$ cat config.mk
export PLATFORM = sky130hd
export DESIGN_NAME = csv_field_tokenizer_flat
export DESIGN_NICKNAME = d
export VERILOG_FILES = /design/src/sv/csvt_pkg.sv /design/src/sv/csvt_req_if.sv /design/src/sv/csvt_rsp_if.sv /design/src/sv/csvt_csr.sv /design/src/sv/csvt_scan.sv /design/src/sv/csvt_rbuf.sv /design/src/sv/csv_field_tokenizer.sv /design/src/flat_wrapper.sv
export SDC_FILE = /design/constraint.sdc
export NUM_CORES = 1
export LEC_CHECK = 0
export BUFFER_PORTS_ARGS = -buffer_cell sky130_fd_sc_hd__buf_2
export CORE_MARGIN = 5
export CORE_UTILIZATION = 30
export CTS_BUF_LIST = sky130_fd_sc_hd__clkbuf_4 sky130_fd_sc_hd__clkbuf_8 sky130_fd_sc_hd__clkbuf_16
export CTS_CLUSTER_DIAMETER = 40
export DETAILED_ROUTE_END_ITERATION = 8
export HOLD_SLACK_MARGIN = 0.15
export PLACE_DENSITY = 0.58
export SLEW_MARGIN = 20
export SYNTH_ARGS = -nofsm -noshare
export SYNTH_HDL_FRONTEND = slang
export SYNTH_HIERARCHICAL = 1
export SYNTH_SLANG_ARGS = --single-unit
$ cat constraint.sdc
create_clock -name clock -period 6.5 [get_ports clock]
set_input_delay 1.95 -clock clock [delete_from_list [all_inputs] [get_ports clock]]
set_output_delay 1.95 -clock clock [all_outputs]
set_load 0.01 [all_outputs]
$ cat src/sv/csvt_pkg.sv
package csvt_pkg;

   localparam int BYTE_BITS = 8;

   // byte codes the scanner tests against
   localparam logic [BYTE_BITS-1:0] CH_QUOTE = 8'h22;
   localparam logic [BYTE_BITS-1:0] CH_CR    = 8'h0D;
   localparam logic [BYTE_BITS-1:0] CH_LF    = 8'h0A;
   localparam logic [BYTE_BITS-1:0] CH_TAB   = 8'h09;
   localparam logic [BYTE_BITS-1:0] CH_SPACE = 8'h20;

   // register file
   localparam int CSR_ADDR_BITS = 3;
   localparam int CSR_DATA_BITS = 32;
   localparam logic CFG_DELIMITER   = 1'b0;
   localparam logic CFG_REPLACEMENT = 1'b1;
   localparam logic [BYTE_BITS-1:0] DELIMITER_RESET   = 8'h2C;
   localparam logic [BYTE_BITS-1:0] REPLACEMENT_RESET = 8'h7E;

   // result kinds
   localparam logic KIND_VALUE     = 1'b0;
   localparam logic KIND_FIELD_END = 1'b1;

   // scanner to result buffer hand-over
   typedef struct packed {
      logic push;   // load new results this cycle
      logic pair;   // two results instead of one
   } push_ctl_type;

endpackage

$ cat src/sv/csvt_req_if.sv
interface csvt_req_if;

   logic       valid;
   logic       ready;
   logic [7:0] data_byte;
   logic       last_byte;

   modport source (output valid, output data_byte, output last_byte, input ready);
   modport sink (input valid, input data_byte, input last_byte, output ready);

endinterface

$ cat src/sv/csvt_rsp_if.sv
interface csvt_rsp_if #(
   parameter int COLUMN_BITS = 8,
   parameter int ROW_BITS    = 16
);

   logic                   valid;
   logic                   ready;
   logic                   kind;
   logic [7:0]             value_byte;
   logic [COLUMN_BITS-1:0] column_index;
   logic [ROW_BITS-1:0]    row_index;
   logic                   row_end;
   logic                   last_of_run;

   modport source (output valid, output kind, output value_byte, output column_index,
                   output row_index, output row_end, output last_of_run, input ready);
   modport sink (input valid, input kind, input value_byte, input column_index,
                 input row_index, input row_end, input last_of_run, output ready);

endinterface

$ cat src/sv/csvt_csr.sv
module csvt_csr
   import csvt_pkg::*;
(
   input  logic                     clock,
   input  logic                     reset,
   input  logic                     psel,
   input  logic                     penable,
   input  logic                     pwrite,
   input  logic [CSR_ADDR_BITS-1:0] paddr,
   input  logic [CSR_DATA_BITS-1:0] pwdata,
   output logic [CSR_DATA_BITS-1:0] prdata,
   output logic                     pready,
   output logic [BYTE_BITS-1:0]     delimiter,
   output logic [BYTE_BITS-1:0]     replacement
);

   logic [BYTE_BITS-1:0] delimiter_ff;
   logic [BYTE_BITS-1:0] replacement_ff;
   logic                 write_en;
   logic                 reg_index;

   assign write_en  = psel && penable && pwrite;
   assign reg_index = paddr[2];
   assign pready    = 1'b1;

   // write on the access phase
   always_ff @(posedge clock) begin
      if (reset) begin
         delimiter_ff   <= DELIMITER_RESET;
         replacement_ff <= REPLACEMENT_RESET;
      end else if (write_en) begin
         case (reg_index)
            CFG_DELIMITER:   delimiter_ff   <= pwdata[BYTE_BITS-1:0];
            CFG_REPLACEMENT: replacement_ff <= pwdata[BYTE_BITS-1:0];
            default: ;
         endcase
      end
   end

   // read back
   always_comb begin
      prdata = '0;
      case (reg_index)
         CFG_DELIMITER:   prdata[BYTE_BITS-1:0] = delimiter_ff;
         CFG_REPLACEMENT: prdata[BYTE_BITS-1:0] = replacement_ff;
         default:         prdata = '0;
      endcase
   end

   assign delimiter   = delimiter_ff;
   assign replacement = replacement_ff;

endmodule

$ cat src/sv/csvt_scan.sv
module csvt_scan
   import csvt_pkg::*;
#(
   parameter int COLUMN_BITS = 8,
   parameter int ROW_BITS    = 16
) (
   input  logic                   clock,
   input  logic                   reset,
   // item in
   input  logic                   in_valid,
   output logic                   in_ready,
   input  logic [BYTE_BITS-1:0]   in_data_byte,
   input  logic                   in_last_byte,
   // configuration
   input  logic [BYTE_BITS-1:0]   delimiter,
   input  logic [BYTE_BITS-1:0]   replacement,
   // result slots
   input  logic                   room,
   output push_ctl_type           ctl,
   output logic                   s0_kind,
   output logic [BYTE_BITS-1:0]   s0_value,
   output logic [COLUMN_BITS-1:0] s0_column,
   output logic [ROW_BITS-1:0]    s0_row,
   output logic                   s0_row_end,
   output logic                   s0_last,
   output logic [COLUMN_BITS-1:0] s1_column,
   output logic [ROW_BITS-1:0]    s1_row
);

   localparam logic [1:0] MODE_OUT      = 2'd0;
   localparam logic [1:0] MODE_IN       = 2'd1;
   localparam logic [1:0] MODE_QPEND    = 2'd2;
   localparam logic [1:0] MODE_AFTER_CR = 2'd3;

   localparam logic [COLUMN_BITS-1:0] COL_MAX = '1;
   localparam logic [ROW_BITS-1:0]    ROW_MAX = '1;

   // input register
   logic                 in_valid_ff;
   logic [BYTE_BITS-1:0] byte_ff;
   logic                 last_ff;

   // scanner state
   logic [1:0]             mode_ff, mode_in;
   logic                   row_open_ff, row_open_in;
   logic [COLUMN_BITS-1:0] col_ff, col_in;
   logic [ROW_BITS-1:0]    row_ff, row_in;

   logic                   act_value;
   logic                   act_field;
   logic                   act_line;
   logic [BYTE_BITS-1:0]   act_byte;
   logic                   flush;
   logic                   first_res;
   logic                   consume;
   logic [1:0]             mode_mid;
   logic                   row_open_mid;
   logic [COLUMN_BITS-1:0] col_mid;
   logic [ROW_BITS-1:0]    row_mid;

   // classify the byte against mode and configuration
   always_comb begin
      logic outside;
      outside   = 1'b0;
      act_value = 1'b0;
      act_field = 1'b0;
      act_line  = 1'b0;
      act_byte  = byte_ff;
      mode_mid  = MODE_OUT;
      case (mode_ff)
         MODE_IN: begin
            if (byte_ff == CH_QUOTE) begin
               mode_mid = MODE_QPEND;
            end else begin
               mode_mid  = MODE_IN;
               act_value = 1'b1;
            end
         end
         MODE_QPEND: begin
            if (byte_ff == CH_QUOTE) begin
               mode_mid  = MODE_IN;
               act_value = 1'b1;
            end else begin
               outside = 1'b1;
            end
         end
         MODE_AFTER_CR: begin
            outside = (byte_ff != CH_LF);
         end
         default: begin
            outside = 1'b1;
         end
      endcase

      if (outside) begin
         if (byte_ff == CH_QUOTE) begin
            mode_mid = MODE_IN;
         end else if (byte_ff == delimiter) begin
            act_field = 1'b1;
         end else if (byte_ff == CH_CR || byte_ff == CH_LF) begin
            act_line = row_open_ff;
            if (byte_ff == CH_CR) begin
               mode_mid = MODE_AFTER_CR;
            end
         end else if (byte_ff < CH_SPACE && byte_ff != CH_TAB) begin
            act_value = 1'b1;
            act_byte  = replacement;
         end else begin
            act_value = 1'b1;
         end
      end
   end

   // state after the byte's own action
   always_comb begin
      row_open_mid = row_open_ff;
      col_mid      = col_ff;
      row_mid      = row_ff;
      if (act_value) begin
         row_open_mid = 1'b1;
      end else if (act_field) begin
         row_open_mid = 1'b1;
         col_mid      = (col_ff == COL_MAX) ? col_ff : col_ff + COLUMN_BITS'(1);
      end else if (act_line) begin
         row_open_mid = 1'b0;
         col_mid      = '0;
         row_mid      = (row_ff == ROW_MAX) ? row_ff : row_ff + ROW_BITS'(1);
      end
   end

   assign first_res = act_value || act_field || act_line;
   assign flush     = last_ff && row_open_mid;

   // drive the result slots
   always_comb begin
      ctl.push   = consume && (first_res || flush);
      ctl.pair   = first_res && flush;
      s1_column  = col_mid;
      s1_row     = row_mid;
      if (first_res) begin
         s0_kind    = act_value ? KIND_VALUE : KIND_FIELD_END;
         s0_value   = act_value ? act_byte : '0;
         s0_column  = col_ff;
         s0_row     = row_ff;
         s0_row_end = act_line;
         s0_last    = !flush;
      end else begin
         s0_kind    = KIND_FIELD_END;
         s0_value   = '0;
         s0_column  = col_mid;
         s0_row     = row_mid;
         s0_row_end = 1'b1;
         s0_last    = 1'b1;
      end
   end

   // advance when results fit, or when the byte yields none
   assign consume  = in_valid_ff && (room || !(first_res || flush));
   assign in_ready = !in_valid_ff || consume;

   // next state; the final byte clears everything
   always_comb begin
      mode_in     = mode_ff;
      row_open_in = row_open_ff;
      col_in      = col_ff;
      row_in      = row_ff;
      if (consume) begin
         if (last_ff) begin
            mode_in     = MODE_OUT;
            row_open_in = 1'b0;
            col_in      = '0;
            row_in      = '0;
         end else begin
            mode_in     = mode_mid;
            row_open_in = row_open_mid;
            col_in      = col_mid;
            row_in      = row_mid;
         end
      end
   end

   always_ff @(posedge clock) begin
      if (reset) begin
         in_valid_ff <= 1'b0;
         mode_ff     <= MODE_OUT;
         row_open_ff <= 1'b0;
         col_ff      <= '0;
         row_ff      <= '0;
      end else begin
         if (in_ready) begin
            in_valid_ff <= in_valid;
         end
         mode_ff     <= mode_in;
         row_open_ff <= row_open_in;
         col_ff      <= col_in;
         row_ff      <= row_in;
      end
   end

   // hold the item payload
   always_ff @(posedge clock) begin
      if (in_ready && in_valid) begin
         byte_ff <= in_data_byte;
         last_ff <= in_last_byte;
      end
   end

endmodule

$ cat src/sv/csvt_rbuf.sv
module csvt_rbuf
   import csvt_pkg::*;
#(
   parameter int WIDTH = 35
) (
   input  logic             clock,
   input  logic             reset,
   input  push_ctl_type     ctl,
   input  logic [WIDTH-1:0] slot0,
   input  logic [WIDTH-1:0] slot1,
   output logic             room,
   output logic             out_valid,
   input  logic             out_ready,
   output logic [WIDTH-1:0] out_data
);

   logic [WIDTH-1:0] res0_ff;
   logic [WIDTH-1:0] res1_ff;
   logic [1:0]       count_ff;
   logic             pop;

   assign out_valid = (count_ff != 2'd0);
   assign out_data  = res0_ff;
   assign pop       = out_valid && out_ready;
   assign room      = (count_ff == 2'd0) || (count_ff == 2'd1 && out_ready);

   // track how many results wait
   always_ff @(posedge clock) begin
      if (reset) begin
         count_ff <= 2'd0;
      end else if (ctl.push) begin
         count_ff <= ctl.pair ? 2'd2 : 2'd1;
      end else if (pop) begin
         count_ff <= count_ff - 2'd1;
      end
   end

   // load a new pair or shift the second result forward
   always_ff @(posedge clock) begin
      if (ctl.push) begin
         res0_ff <= slot0;
         res1_ff <= slot1;
      end else if (pop) begin
         res0_ff <= res1_ff;
      end
   end

endmodule

$ cat src/sv/csv_field_tokenizer.sv
// Channel   Port    Direction  Carries
// --------  ------  ---------  ---------------------------------------------------
// request   req_if  in         data_byte, last_byte
// response  rsp_if  out        kind, value_byte, column_index, row_index, row_end,
//                              last_of_run
// config    csr_*   in/out     APB registers: delimiter at 0x0, replacement at 0x4
//
// An item is held in the input register, then its results load into a two-entry
// result buffer once it has room; the first result is presented from the buffer's
// head and can be taken at the next edge. One item is taken per cycle while each
// yields at most one result and rsp_if does not stall; an item with two results
// (a byte plus the flush on the final byte) fills the buffer, and the next item
// waits for the first to be taken. A stall on rsp_if backs up through the result
// buffer and the input register to req_if.ready. Synchronous reset clears the
// scanner state and the registers to comma and tilde; no clearing pass is needed.
module csv_field_tokenizer
   import csvt_pkg::*;
#(
   parameter int COLUMN_BITS = 8,
   parameter int ROW_BITS    = 16
) (
   input  logic                     clock,
   input  logic                     reset,
   csvt_req_if.sink                 req_if,
   csvt_rsp_if.source               rsp_if,
   input  logic                     csr_psel,
   input  logic                     csr_penable,
   input  logic                     csr_pwrite,
   input  logic [CSR_ADDR_BITS-1:0] csr_paddr,
   input  logic [CSR_DATA_BITS-1:0] csr_pwdata,
   output logic [CSR_DATA_BITS-1:0] csr_prdata,
   output logic                     csr_pready
);

   localparam int RES_BITS = 1 + BYTE_BITS + COLUMN_BITS + ROW_BITS + 1 + 1;

   logic [BYTE_BITS-1:0]   delimiter;
   logic [BYTE_BITS-1:0]   replacement;
   logic                   room;
   push_ctl_type           ctl;
   logic                   s0_kind;
   logic [BYTE_BITS-1:0]   s0_value;
   logic [COLUMN_BITS-1:0] s0_column;
   logic [ROW_BITS-1:0]    s0_row;
   logic                   s0_row_end;
   logic                   s0_last;
   logic [COLUMN_BITS-1:0] s1_column;
   logic [ROW_BITS-1:0]    s1_row;
   logic [RES_BITS-1:0]    slot0;
   logic [RES_BITS-1:0]    slot1;
   logic [RES_BITS-1:0]    out_data;

   csvt_csr u_csr (
      .clock       (clock),
      .reset       (reset),
      .psel        (csr_psel),
      .penable     (csr_penable),
      .pwrite      (csr_pwrite),
      .paddr       (csr_paddr),
      .pwdata      (csr_pwdata),
      .prdata      (csr_prdata),
      .pready      (csr_pready),
      .delimiter   (delimiter),
      .replacement (replacement)
   );

   csvt_scan #(
      .COLUMN_BITS (COLUMN_BITS),
      .ROW_BITS    (ROW_BITS)
   ) u_scan (
      .clock        (clock),
      .reset        (reset),
      .in_valid     (req_if.valid),
      .in_ready     (req_if.ready),
      .in_data_byte (req_if.data_byte),
      .in_last_byte (req_if.last_byte),
      .delimiter    (delimiter),
      .replacement  (replacement),
      .room         (room),
      .ctl          (ctl),
      .s0_kind      (s0_kind),
      .s0_value     (s0_value),
      .s0_column    (s0_column),
      .s0_row       (s0_row),
      .s0_row_end   (s0_row_end),
      .s0_last      (s0_last),
      .s1_column    (s1_column),
      .s1_row       (s1_row)
   );

   // pack results; the second slot is always the closing row end
   assign slot0 = {s0_kind, s0_value, s0_column, s0_row, s0_row_end, s0_last};
   assign slot1 = {KIND_FIELD_END, {BYTE_BITS{1'b0}}, s1_column, s1_row, 1'b1, 1'b1};

   csvt_rbuf #(
      .WIDTH (RES_BITS)
   ) u_rbuf (
      .clock     (clock),
      .reset     (reset),
      .ctl       (ctl),
      .slot0     (slot0),
      .slot1     (slot1),
      .room      (room),
      .out_valid (rsp_if.valid),
      .out_ready (rsp_if.ready),
      .out_data  (out_data)
   );

   assign {rsp_if.kind, rsp_if.value_byte, rsp_if.column_index, rsp_if.row_index,
           rsp_if.row_end, rsp_if.last_of_run} = out_data;

endmodule
$ cat src/flat_wrapper.sv
// flat-port wrapper written by rule: the top's interface ports become plain ports
module csv_field_tokenizer_flat import csvt_pkg::*;
#(
   parameter int COLUMN_BITS = 8,
   parameter int ROW_BITS    = 16
)
  (clock, reset, csr_psel, csr_penable, csr_pwrite, csr_paddr, csr_pwdata, csr_prdata, csr_pready, req_if_valid, req_if_data_byte, req_if_last_byte, req_if_ready, rsp_if_valid, rsp_if_kind, rsp_if_value_byte, rsp_if_column_index, rsp_if_row_index, rsp_if_row_end, rsp_if_last_of_run, rsp_if_ready);
  csvt_req_if req_if_i ();
  csvt_rsp_if #(.COLUMN_BITS(COLUMN_BITS), .ROW_BITS(ROW_BITS)) rsp_if_i ();
  input  logic clock;
  input  logic reset;
  input  logic csr_psel;
  input  logic csr_penable;
  input  logic csr_pwrite;
  input  logic [CSR_ADDR_BITS-1:0] csr_paddr;
  input  logic [CSR_DATA_BITS-1:0] csr_pwdata;
  output logic [CSR_DATA_BITS-1:0] csr_prdata;
  output logic csr_pready;
  input wire logic [$bits(req_if_i.valid)-1:0] req_if_valid;
  input wire logic [$bits(req_if_i.data_byte)-1:0] req_if_data_byte;
  input wire logic [$bits(req_if_i.last_byte)-1:0] req_if_last_byte;
  output wire logic [$bits(req_if_i.ready)-1:0] req_if_ready;
  output wire logic [$bits(rsp_if_i.valid)-1:0] rsp_if_valid;
  output wire logic [$bits(rsp_if_i.kind)-1:0] rsp_if_kind;
  output wire logic [$bits(rsp_if_i.value_byte)-1:0] rsp_if_value_byte;
  output wire logic [$bits(rsp_if_i.column_index)-1:0] rsp_if_column_index;
  output wire logic [$bits(rsp_if_i.row_index)-1:0] rsp_if_row_index;
  output wire logic [$bits(rsp_if_i.row_end)-1:0] rsp_if_row_end;
  output wire logic [$bits(rsp_if_i.last_of_run)-1:0] rsp_if_last_of_run;
  input wire logic [$bits(rsp_if_i.ready)-1:0] rsp_if_ready;
  assign req_if_i.valid = req_if_valid;
  assign req_if_i.data_byte = req_if_data_byte;
  assign req_if_i.last_byte = req_if_last_byte;
  assign req_if_ready = req_if_i.ready;
  assign rsp_if_valid = rsp_if_i.valid;
  assign rsp_if_kind = rsp_if_i.kind;
  assign rsp_if_value_byte = rsp_if_i.value_byte;
  assign rsp_if_column_index = rsp_if_i.column_index;
  assign rsp_if_row_index = rsp_if_i.row_index;
  assign rsp_if_row_end = rsp_if_i.row_end;
  assign rsp_if_last_of_run = rsp_if_i.last_of_run;
  assign rsp_if_i.ready = rsp_if_ready;
  csv_field_tokenizer #(.COLUMN_BITS(COLUMN_BITS), .ROW_BITS(ROW_BITS)) u_core (.clock(clock), .reset(reset), .req_if(req_if_i), .rsp_if(rsp_if_i), .csr_psel(csr_psel), .csr_penable(csr_penable), .csr_pwrite(csr_pwrite), .csr_paddr(csr_paddr), .csr_pwdata(csr_pwdata), .csr_prdata(csr_prdata), .csr_pready(csr_pready));
endmodule
Yosys cells after proc, flatten, opt, wreduce, memory -nomap -nowiden

Index checks and enable logic that the tools add are counted.

Bitwise logic cells: 1
$add $sub $neg: 3
Muxes and demuxes: 57
Equal/unequal tests: 12
Reduce and logical (&&, ||, !) cells: 25
$lt $le $gt $ge: 1

Operators with widths:

| operator                                                                     | number |
|---|---|
| 8-bit 2-to-1 mux                                                             | 13 |
| 16-bit 2-to-1 mux                                                            | 6 |
| 35-bit 2-to-1 mux                                                            | 2 |
| 1-bit 2-to-1 mux                                                             | 22 |
| 2-bit 2-to-1 mux                                                             | 10 |
| 16-bit by 1-bit adder with 16-bit output, second input constant              | 1 |
| 16-bit equality test, second input constant                                  | 1 |
| 8-bit by 4-bit equality test with 1-bit output, second input constant        | 2 |
| 8-bit by 4-bit inequality test with 1-bit output, second input constant      | 2 |
| 8-bit case mux with 2 select lines                                           | 1 |
| 1-bit logical AND                                                            | 10 |
| 8-bit by 1-bit adder with 8-bit output, second input constant                | 1 |
| 8-bit by 6-bit equality test with 1-bit output, second input constant        | 1 |
| 8-bit equality test                                                          | 1 |
| 8-bit equality test, second input constant                                   | 1 |
| 8-bit by 6-bit less-than comparator with 1-bit output, second input constant | 1 |
| 1-bit logical OR                                                             | 7 |
| 2-bit by 1-bit equality test with 1-bit output, second input constant        | 2 |
| 2-bit equality test, second input constant                                   | 2 |
| 2-bit case mux with 2 select lines                                           | 1 |
| 2-bit AND reduction                                                          | 2 |
| 2-bit nonzero test                                                           | 2 |
| 1-bit logical NOT                                                            | 3 |
| 1-bit case mux with 3 select lines                                           | 1 |
| 4 further kinds                                                              | 4 |

Word-level logic and storage cells: 111
Output and inout bits: 70
Flip-flop bits (word level): 114
Input bits: 51

Depth between registers and ports, before layout

Gate-level depths: netlist (run 1).

Word-level depth: 16
Depth in mapped cells: 13
Gate-level depth less buffers: 10

Cells and area by module

The synthesis (run 1) kept the hierarchy.

By module, submodules not included:

| module              | seq. area each (um^2) | cells each | area each (um^2) | times used |
|---|---|---|---|---|
| csvt_rbuf           | 2142.1                | 128        | 2747.6           | 1 |
| csvt_scan           | 830.8                 | 333        | 2742.6           | 1 |
| csvt_csr            | 320.3                 | 103        | 972.2            | 1 |
| csv_field_tokenizer | 0.0                   | 2          | 7.5              | 1 |

Worst setup path before layout (run 1)

OpenSTA, ideal clock, no wires.

Kind: input-to-reg
From: input rsp_if_ready
To: register u_core.u_rbuf.res0_ff[0], in the netlist u_core/u_rbuf/out_data[0] (enable)
Arrival: 5.465 ns
Required time: 6.106 ns
Library setup time: 0.394 ns
Stages: 7
Setup slack: 0.641 ns
Buffers on the path: 2
Path through: nand2_1 nand2_1 nand2_1 a31oi_1 buf_6 buf_6 or2_1

RTL lines:

| item                   | RTL line           | source |
|---|---|---|
| start: declaration     | flat_wrapper.sv:30 | `input wire logic [$bits(rsp_if_i.ready)-1:0] rsp_if_ready;` |
| end signal: assignment | csvt_rbuf.sv:41    | `res0_ff <= slot0;` |
| end signal: assignment | csvt_rbuf.sv:44    | `res0_ff <= res1_ff;` |
| end: declaration       | csvt_rbuf.sv:17    | `logic [WIDTH-1:0] res0_ff;` |

Worst setup path in the final report (run 1)

From: register u_core.u_scan.byte_ff[0]
To: output req_if_ready

Cells in the longest elaborated chain, start to end: 15
Elaborated cells on any way between the ends: 32
Classes of those cells: eq/ne: 5; mux: 18; reduce/logical: 9

RTL lines:

| item                                           | RTL line           | source |
|---|---|---|
| start: declaration                             | csvt_scan.sv:40    | `logic [BYTE_BITS-1:0] byte_ff;` |
| start signal: assignment                       | csvt_scan.sv:203   | `byte_ff <= in_data_byte;` |
| 8-bit by 4-bit equality test with 1-bit output | csvt_scan.sv:100   | `end else if (byte_ff == CH_CR \|\| byte_ff == CH_LF) begin` |
| 1-bit logical OR                               | csvt_scan.sv:100   |  |
| 1-bit 2-to-1 mux                               | csvt_scan.sv:100   |  |
| 1-bit 2-to-1 mux                               | csvt_scan.sv:98    | `end else if (byte_ff == delimiter) begin` |
| 1-bit 2-to-1 mux                               | csvt_scan.sv:96    | `if (byte_ff == CH_QUOTE) begin` |
| 1-bit 2-to-1 mux                               | csvt_scan.sv:95    | `if (outside) begin` |
| 1-bit 2-to-1 mux                               | csvt_scan.sv:124   | `end else if (act_line) begin` |
| 1-bit 2-to-1 mux                               | csvt_scan.sv:121   | `end else if (act_field) begin` |
| 1-bit 2-to-1 mux                               | csvt_scan.sv:119   | `if (act_value) begin` |
| 1-bit logical AND                              | csvt_scan.sv:132   | `assign flush = last_ff && row_open_mid;` |
| 1-bit logical OR (*)                           | csvt_scan.sv:158   | `assign consume = in_valid_ff && (room \|\| !(first_res \|\| flush));` |
| 1-bit logical NOT (*)                          | csvt_scan.sv:158   |  |
| 1-bit logical OR (*)                           | csvt_scan.sv:158   |  |
| 1-bit logical AND (*)                          | csvt_scan.sv:158   |  |
| 1-bit logical OR (*)                           | csvt_scan.sv:159   | `assign in_ready = !in_valid_ff \|\| consume;` |
| end: declaration                               | flat_wrapper.sv:22 | `output wire logic [$bits(req_if_i.ready)-1:0] req_if_ready;` |

Mark *: on every way between the ends. The rest lies on a longest branch, timed or not.

==> results of run 1 <==
==> worst max-delay path, delay by kind of cell (launching register included) <==
kind            cells  cell delay (ns)
compound gates      2             1.12
simple gates        2             0.92
flops               1             0.52
buf+inv             2             0.31
xor+xnor            1             0.24
==> cell usage after synthesis, types with 8 or more instances <==
cell type  instances  share of area
a22o_1            12          0.016
nand4_1           14          0.014
mux2_4            18          0.042
ha_1               8          0.015
nor2_1            41          0.024
o21ai_0           11         0.0085
clkbuf_1          30          0.017
nand2b_1          15          0.015
nand3_1           18          0.014
inv_1             18          0.010
buf_4             25          0.029
mux2i_1           23          0.036
nand2_1           25          0.015
a21oi_1           16          0.012
xnor2_1           20          0.027
dfxtp_1           46           0.14
mux2_2            29          0.050
edfxtp_1          79           0.37
==> flip-flops by register name, summed over array words and instances, names as in the netlist <==
register	cells
u_core/u_rbuf/count_ff	2
u_core/u_rbuf/res1_ff	35
u_core/u_scan/col_ff	8
u_core/u_scan/row_ff	16
u_core/u_rbuf/out_data	35
u_core/u_scan/row_open_ff	1
u_core/u_scan/mode_ff	2
u_core/u_scan/byte_ff	8
u_core/u_csr/replacement	8
u_core/u_csr/delimiter	8
u_core/u_scan/in_valid_ff	1
u_core/u_scan/last_ff	1
==> layer usage <==
layer	vias to the layer above	track usage	part of all wire
met5	-	0	0
met4	0	0.0335	0.0064
met3	5	0.0373	0.054
met2	98	0.167	0.46
met1	1977	0.152	0.48
li1	2113	-	-
==> layout make-up <==
class | instances | area (µm²)
multi-input cells | 383 | 2800
repair buffers | 72 | 368
flip-flops and latches | 125 | 3290
clock inverters | 12 | 195
inverters | 19 | 71.3
fillers | 2086 | 13600
well taps | 275 | 344
clock buffers | 20 | 448
==> path summary, 6_finish.rpt <==
path,end,slack (ns),cells past startpoint
min,u_core/u_scan/mode_ff[1],0.50,2
max reg2reg,u_core/u_rbuf/out_data[2],2.48,7
max,req_if_ready,1.03,7
min reg2reg,u_core/u_scan/mode_ff[1],0.50,2
==> cells by family (layout without fill, tap and decap cells) <==
family / count (synthesis) / after routing
AO/OA/AOI/OAI: 77 / 77
flip-flops: 125 / 125
multiplexers: 70 / 70
AND/OR/NAND/NOR: 172 / 172
buffers and inverters: 90 / 123
XOR/XNOR: 20 / 20
other: 4 / 36
adder cells (fa/ha/maj): 8 / 8
==> power breakdown <==
group          internal, µW  leakage (µW)  total (µW)  switching [µW]
logic                   139       0.00134         352             213
clock network           691      0.000318        1030             338
registers               965       0.00113         998            32.9
==> stage by stage <==
stage                     total power (µW)  cells  hold WS (ns)  setup slack, ns  utilization
final                                 2380    906         0.497             1.03        0.356
after global routing                  2490    906         0.536            0.820        0.356
after CTS                             2420    906         0.498             1.02        0.356
after detailed placement              1380    874         0.492             1.47        0.325
after global placement                1370    874         0.482             1.45        0.325
after floorplan                       1270    598         0.461            0.641            -
==> impl_results.md, run 1 <==
* Routability cong. at 0.761
* Antenna cells at 0
* Fin. Hold Viols at 0
* Clock transition at path regs at 0.05 ns
* TritonCTS clock tree: yes
* Post-DR wirelength/cell at 14.6 µm
* Worst setup SP type: flip-flop
* Final nets at 677
* Setup total negative slack at 0 ns
* Final ANT Viol Nets at 0
* Max Freq at 183 MHz
* CP Class: flip-flop to primary output
* Worst hold path type: flip-flop to flip-flop
* First-pass GRT wire length at around 21000 µm
* Ratio of cells with drive above 1 in the final layout at 0.276
* # rows at 53
* Final wirelength at 13200 µm
* Slew margin rel. at 0.259
* Worst slew pin tran at 1.11 ns
* Vias per cell at 4.63
* Status: finished clean
* Largest net degree at the start of global routing at 73
* All-layer global routing usage at 0.111
* Deepest clock path buffer count at 2
* DR DRC count at 0
* Compound-Gate Fraction of Synth Area at 0.0915
* Vias in the first global route at roughly 4000
* Post-DP Area at just under 7000 µm²
* Synth Area in Adders at 0.0155
* Global route overflow at 0
* Setup-failing EPs final at 0
* Async SR Flop Fraction at 0
* Clk sink count at around 130
* Clock Latency Late Sink at 0.41 ns
* Total CTS buffers at 17
* H-Tree Level Count at 4
* Max_cap viols at 0
* Critical path peak fanout at 12
* Number of synthesized register bits at 125
* CTS Root Cell: clkbuf_16
* Initial Util at 0.306
* Tmin final at about 5.5 ns
* CP endpoint kind: primary output
* Ys Warns at 6
* Slew Viols, Final at 0
* Initial DRC count at 196
* Cells after Synth at 566
* Top_reg_cell synth: edfxtp_1
* Commonest non-fill, non-tap cell in the layout: edfxtp_1
* Ports at 121
* VDD IR max at roughly 180 µV
* Core area at between 20000 and 25000 µm²
* Power density cells at 316 nW/µm²
* Post-synthesis simple-gate area fraction at 0.147
* Critical R2R Launch: u_core/u_scan/byte_ff[0]
* Clk_skew at 0.00832 ns
* Syn Std Cell Area at 6470 µm²
* Most frequent cells in the layout: 79 x edfxtp_1, 69 x buf_2, 46 x dfxtp_1
* Vias at 4193
* Die Wd at ~160 µm
* Number of synthesized flops with an enable pin at roughly 80
* Slowest cell delay on critical path at 0.73 ns
* TritonRoute pass-1 iters at 4
* Sequential share of the synthesized area at 0.509
* Die area at 24600 µm²
* Area grow syn2layout at 16.3%
* Syn avg cell area at 11.4 µm²
* Slowest stage cell, crit path: nor2_1
* Distinct cells, synth at 72
* Synth Area in XOR/XNOR at 0.0271
* Post-CTS Resized at 0
* Hold Crit Start: u_core/u_scan/mode_ff[1]
* Cts hold-fix bufs at 0
* Final Cycle Share at 0.841
* Worst path cell trace: xnor2_1 > nand4_1 > nor2_1 > o211ai_1 > a311oi_1 > inv_1 > buf_2
* Number of post-CTS setup repair buffers at 0
* Finished layout cell area at roughly 7500 µm²
* # port buffers at 69
* Largest family of logic cells by synthesized area: simple AND/OR/NAND/NOR gates
* Setup crit start: u_core/u_scan/byte_ff[0]
* DP Wirelength at just over 9000 µm
* Critical Path RT at ~4.6 ns
* RSZ-0062 raised after global routing: no
* Post-synthesis mux area share at 0.128
* Leakage at ~0.0028 µW
* Worst endpoint data arrival time at 3.52 ns
* Chip Height at 157 µm
* Initial antenna violation count at 0
Power figures use the tool's default switching activity.
==> run 2, diff against run 1 <==
--- a/config.mk
+++ b/config.mk
@@ -12,7 +12,7 @@
 export CTS_CLUSTER_DIAMETER = 40
 export DETAILED_ROUTE_END_ITERATION = 8
 export HOLD_SLACK_MARGIN = 0.15
-export PLACE_DENSITY = 0.58
+export PLACE_DENSITY = 0.6
 export SLEW_MARGIN = 20
 export SYNTH_ARGS = -nofsm -noshare
 export SYNTH_HDL_FRONTEND = slang
==> constraint.sdc (replaced) <==
create_clock -name clock -period 4.5 [get_ports clock]
set_input_delay 1.35 -clock clock [delete_from_list [all_inputs] [get_ports clock]]
set_output_delay 1.35 -clock clock [all_outputs]
set_load 0.01 [all_outputs]
==> run 2 against run 1 <==
Net effect:
- flip-flop and latch count unchanged
- sequential share of layout area down 0.27 points
- largest cell class unchanged
- die area unchanged
- via count fell by 0.21%
- total power grew 39%
- wire length decreased by 0.86%
- core utilization is 0.22 points higher
==> impl_results.md, run 2 (synthesis results as in run 1) <==
* Clk sink count at roughly 130
* H-Tree Level Count at 4
* P_int at 2440 µW
* Worst setup SP type: flip-flop
* Worst slew pin tran at 1.12 ns
* Power density cells at roughly 440 nW/µm²
* Total CTS buffers at 17
* TritonCTS clock tree: yes
* Die Wd at ~160 µm
* Tmin final at about 4.3 ns
* Ratio of cells with drive above 1 in the final layout at 0.290
* R2R Setup Slk at 0.77 ns
* Final wirelength at 13100 µm
* Status: finished clean
* Power share of the combinational group at 0.159
* RSZ-0062 raised after global routing: no
* Sequential share of power at 0.433
* CTS Root Cell: clkbuf_16
* Area of the multi-input gates at 2810 µm²
* Post-DR wirelength/cell at 14.3 µm
* Non-filler instance count after layout at 917
* VDD IR max at 244 µV
* Worst hold path type: flip-flop to flip-flop
* All-layer global routing usage at 0.110
* Chip Height at between 150 and 200 µm
* DR DRC count at 0
* Net load switching power at 871 µW
* Slew Viols, Final at 0
* Global route overflow at 0
* Initial Util at 0.306
* Cts hold-fix bufs at 0
* Max Freq at 230 MHz
* Critical Path RT at 3.15 ns
* Clock transition at path regs at about 0.060 ns
* Sw frac at 0.263
* TritonRoute pass-1 iters at 4
* Deepest clock path buffer count at 2
* Clk_skew at 0.00857 ns
* Critical path peak fanout at 5
* Fin. Hold Viols at 0
* CP Class: flip-flop to primary output
* Clock share of power at 0.408
* Most frequent cells in the layout: 79 x edfxtp_1, 69 x buf_2, 46 x dfxtp_1
* Vias in the first global route at 3994
* Antenna cells at 0
* Final nets at 688
* Vias per cell at 4.56
* Ports at 121
* Fill cell count at 2139
* Commonest non-fill, non-tap cell in the layout: edfxtp_1
* Max_cap viols at 0
* First-pass GRT wire length at ~21000 µm
* Clock Latency Late Sink at roughly 0.42 ns
* Core area at 21200 µm²
* Min Hold Slack at between 0.5 and 0.6 ns
* Largest net degree at the start of global routing at 42
* Routability cong. at approximately 0.8
* Setup total negative slack at 0 ns
* Area grow syn2layout at 17.0%
* FF+latch area at 3290 µm²
* # port buffers at slightly below 70
* CP endpoint kind: primary output
* Slew margin rel. at 0.251
* Leakage at 0.00281 µW
* Final Power at 3310 µW
* Worst endpoint data arrival time at 3.00 ns
* DP Wirelength at 9370 µm
* Setup-failing EPs final at 0
* Die area at between 20000 and 25000 µm²
* Final Cycle Share at 0.966
* Initial DRC count at 219
* # rows at 53
* Vias at between 4000 and 5000
* Final ANT Viol Nets at 0
* Initial antenna violation count at 0
* Inst Count DP at 882
[run 2: final cells by class]
cell class,instances,area share
Clock inverter,13,0.0187
Tap cell,275,0.0455
Multi-Input combinational cell,383,0.371
Timing Repair Buffer,83,0.0612
Inverter,19,0.00942
Clock buffer,19,0.0590
Sequential cell,125,0.435
[run 2: critical path, stage by stage, from the launching register on]
cell,delay [ns]
edfxtp_1,0.48
or3b_4,0.44
a2111oi_4,0.40
o21ai_0,0.18
or3b_2,0.52
a311oi_4,0.32
inv_1,0.10
buf_2,0.15
[run 2: routing by layer]
layer  track usage  vias to the layer above  part of all wire
met4        0.0475                        0             0.018
li1              -                     2124                 -
met5             0                        -                 0
met2         0.170                       93              0.46
met3        0.0354                       13             0.054
met1         0.143                     1954              0.47
[run 2: power groups by stage]
stage | combinational [µW] | sequential (µW) | clock, µW
floorplan | 334 | 1500 | 0
global placement | 529 | 1460 | 0
detailed placement | 533 | 1460 | 0
CTS | 536 | 1440 | 1390
global route | 581 | 1450 | 1440
finish | 527 | 1440 | 1350
[run 2: per-stage QoR]
stage | util | instance area [µm²] | setup slack, ns
2_1_floorplan | - | 6610 | 0.144
3_3_place_gp | 0.328 | 6940 | 0.314
3_5_place_dp | 0.328 | 6940 | 0.318
4_1_cts | 0.357 | 7540 | 0.0303
5_1_grt | 0.358 | 7570 | 0.00167
6_report | 0.358 | 7570 | 0.154
[run 2: worst paths after layout]
path	startpoint	endpoint	depth (start not counted)
worst min-delay path	u_core/u_csr/delimiter[6]	u_core/u_csr/delimiter[6]	2
worst min register to register	u_core/u_csr/delimiter[6]	u_core/u_csr/delimiter[6]	2
worst max register to register	u_core/u_scan/byte_ff[2]	u_core/u_rbuf/out_data[34]	8
worst max-delay path	u_core/u_scan/byte_ff[2]	req_if_ready	7
[run 2: repair_timing]
item                                    4_1_cts  5_1_grt
endpoints found under the setup margin        1        1
gates resized for setup                       1        1
endpoints found under the hold margin         0        0
pin swaps                                     1        0
setup buffers                                 1        2
==> run 3, diff against run 2 <==
--- a/config.mk
+++ b/config.mk
@@ -5,14 +5,15 @@
 export SDC_FILE = /design/constraint.sdc
 export NUM_CORES = 1
 export LEC_CHECK = 0
-export BUFFER_PORTS_ARGS = -buffer_cell sky130_fd_sc_hd__buf_2
 export CORE_MARGIN = 5
-export CORE_UTILIZATION = 30
+export CORE_UTILIZATION = 58
 export CTS_BUF_LIST = sky130_fd_sc_hd__clkbuf_4 sky130_fd_sc_hd__clkbuf_8 sky130_fd_sc_hd__clkbuf_16
 export CTS_CLUSTER_DIAMETER = 40
 export DETAILED_ROUTE_END_ITERATION = 8
+export DONT_BUFFER_PORTS = 1
 export HOLD_SLACK_MARGIN = 0.15
-export PLACE_DENSITY = 0.6
+export PLACE_DENSITY = 0.86
+export SETUP_SLACK_MARGIN = 0.5
 export SLEW_MARGIN = 20
 export SYNTH_ARGS = -nofsm -noshare
 export SYNTH_HDL_FRONTEND = slang
==> run 3 against run 2 <==
Net effect:
- final cell count shrank 22%
- clock skew is 0.00095 ns higher
- via count is 3.0% higher
- setup slack gained 0.30 ns
- fmax up 7.4%
- total power is 0.82% lower
- design area decreased by 5.8%
- die area shrank 46%
- flip-flop and latch count unchanged
- count of clock-buffer cells in the layout up 2
- first-iteration DRC count grew 65%
==> impl_results.md, run 3 (synthesis results as in run 1) <==
* Post-place setup slack at 0.501 ns
* Global route overflow at 0
* Hold Crit Start: u_core/u_scan/mode_ff[0]
* Leakage at 0.00257 µW
* # rows at 38
* Max_cap viols at 0
* Worst endpoint data arrival time at about 2.7 ns
* Worst slew pin tran at 1.12 ns
* H-Tree Level Count at 4
* Final ANT Viol Nets at 0
* Slew margin rel. at 0.255
* Antenna cells at 0
* Clock transition at path regs at 0.06 ns
* Routability cong. at 0.863
* Largest net degree at the start of global routing at 49
* Commonest non-fill, non-tap cell in the layout: edfxtp_1
* Core area at 10900 µm²
* FF+latch area at 3290 µm²
* Worst Hold Path EP: u_core/u_scan/mode_ff[0]
* Critical R2R Launch: u_core/u_scan/byte_ff[0]
* Initial antenna violation count at 0
* Vias per cell at 6.03
* Initial Util at 0.594
* CTS Root Cell: clkbuf_8
* Deepest clock path buffer count at 2
* Post-DR wirelength/cell at around 18 µm
* First-pass GRT wire length at 21100 µm
* # port buffers at 0
* DP Wirelength at ~8400 µm
* Vias at 4311
* Fin. Hold Viols at 0
* Setup-failing EPs final at 0
* Cts hold-fix bufs at 0
* Clk_skew at 0.00952 ns
* Final wirelength at 13100 µm
* Setup crit start: u_core/u_scan/byte_ff[0]
* Die area at 13400 µm²
* TritonCTS clock tree: yes
* Ratio of cells with drive above 1 in the final layout at 0.214
* Clk sink count at 125
* Clock Latency Late Sink at 0.51 ns
* All-layer global routing usage at 0.200
* TritonRoute pass-1 iters at 6
* Status: finished clean
* Max Freq at between 200 and 250 MHz
* Worst setup SP type: flip-flop
* Tmin final at 4.05 ns
* Final Cycle Share at 0.899
* Chip Height at ~120 µm
* R2R Setup Slk at 1.25 ns
* Die Wd at 116 µm
* CP Class: flip-flop to primary output
* Setup total negative slack at 0 ns
* Final nets at 621
* Reg-to-reg endpoint: u_core/u_rbuf/out_data[32]
* VDD IR max at 278 µV
* Worst R2R Path Depth at 8
* Area grow syn2layout at 10.2%
* Slew Viols, Final at 0
* Vias in the first global route at between 4000 and 5000
* Ports at 121
* CP endpoint kind: primary output
* Worst hold stages at 2
* Worst hold path type: flip-flop to flip-flop
* Critical path peak fanout at 3
* Total CTS buffers at 17
* Fill cell count at 757
* DR DRC count at 0
* Initial DRC count at 362
* Final worst slack at 0.453 ns
* RSZ-0062 raised after global routing: yes
* Most frequent cells in the layout: 79 x edfxtp_1, 46 x dfxtp_1, 41 x nor2_1
* Area of the multi-input gates at 2840 µm²
* Power density cells at 461 nW/µm²
* Critical Path RT at around 3.2 ns
run 3: stage by stage:
stage / instances / area [µm²] / utilization / hold slack, ns / total power [µW]
floorplan: 598 / 6610 / - / 0.461 / 1830
global placement: 674 / 6400 / 0.588 / 0.469 / 1870
detailed placement: 674 / 6400 / 0.588 / 0.495 / 1890
CTS: 715 / 7120 / 0.654 / 0.504 / 3310
global route: 715 / 7130 / 0.655 / 0.530 / 3410
finish: 715 / 7130 / 0.655 / 0.512 / 3290
run 3: timing repair:
| item | CTS | global route |
|---|---|---|
| setup buffers | 9 | 0 |
| pin swaps | 2 | 0 |
| setup endpoints to repair | 1 | 1 |
| resized for setup | 8 | 1 |
run 3: critical path, cell delays in order (launching register included):
cell	delay, ns
edfxtp_1	0.41
or3b_4	0.45
a2111oi_4	0.36
o21ai_1	0.15
or3b_4	0.43
a311oi_4	0.31
inv_2	0.09
run 3: worst max-delay path by stage:
stage	endpoint	slack, ns	depth (start not counted)
floorplan	u_core/u_rbuf/out_data[0]	0.65	9
global placement	req_if_ready	0.53	6
detailed placement	req_if_ready	0.50	6
CTS	req_if_ready	0.50	7
global route	req_if_ready	0.38	6
finish	req_if_ready	0.45	6
run 3: report_power, final:
group | leakage, µW | switching [µW] | total (µW) | internal [µW]
Clock | 0.000298 | 474 | 1400 | 929
Combinational | 0.00115 | 238 | 393 | 155
Sequential | 0.00113 | 92.8 | 1490 | 1400
Total | 0.00257 | 805 | 3290 | 2480
run 3: layout make-up:
class,instances,share of cell area
Clock buffer,21,0.0632
Clock inverter,11,0.0233
Multi-Input combinational cell,383,0.398
Inverter,19,0.0100
Sequential cell,125,0.462
Timing Repair Buffer,16,0.0186
Tap cell,140,0.0246
run 3: metal layers:
layer	global-route usage	wire length, µm	vias up	share of wire
met1	0.241	5330	2089	0.41
met4	0.0828	314	0	0.024
li1	-	-	1987	-
met3	0.0627	941	31	0.072
met2	0.333	6520	204	0.50
met5	0	0	-	0
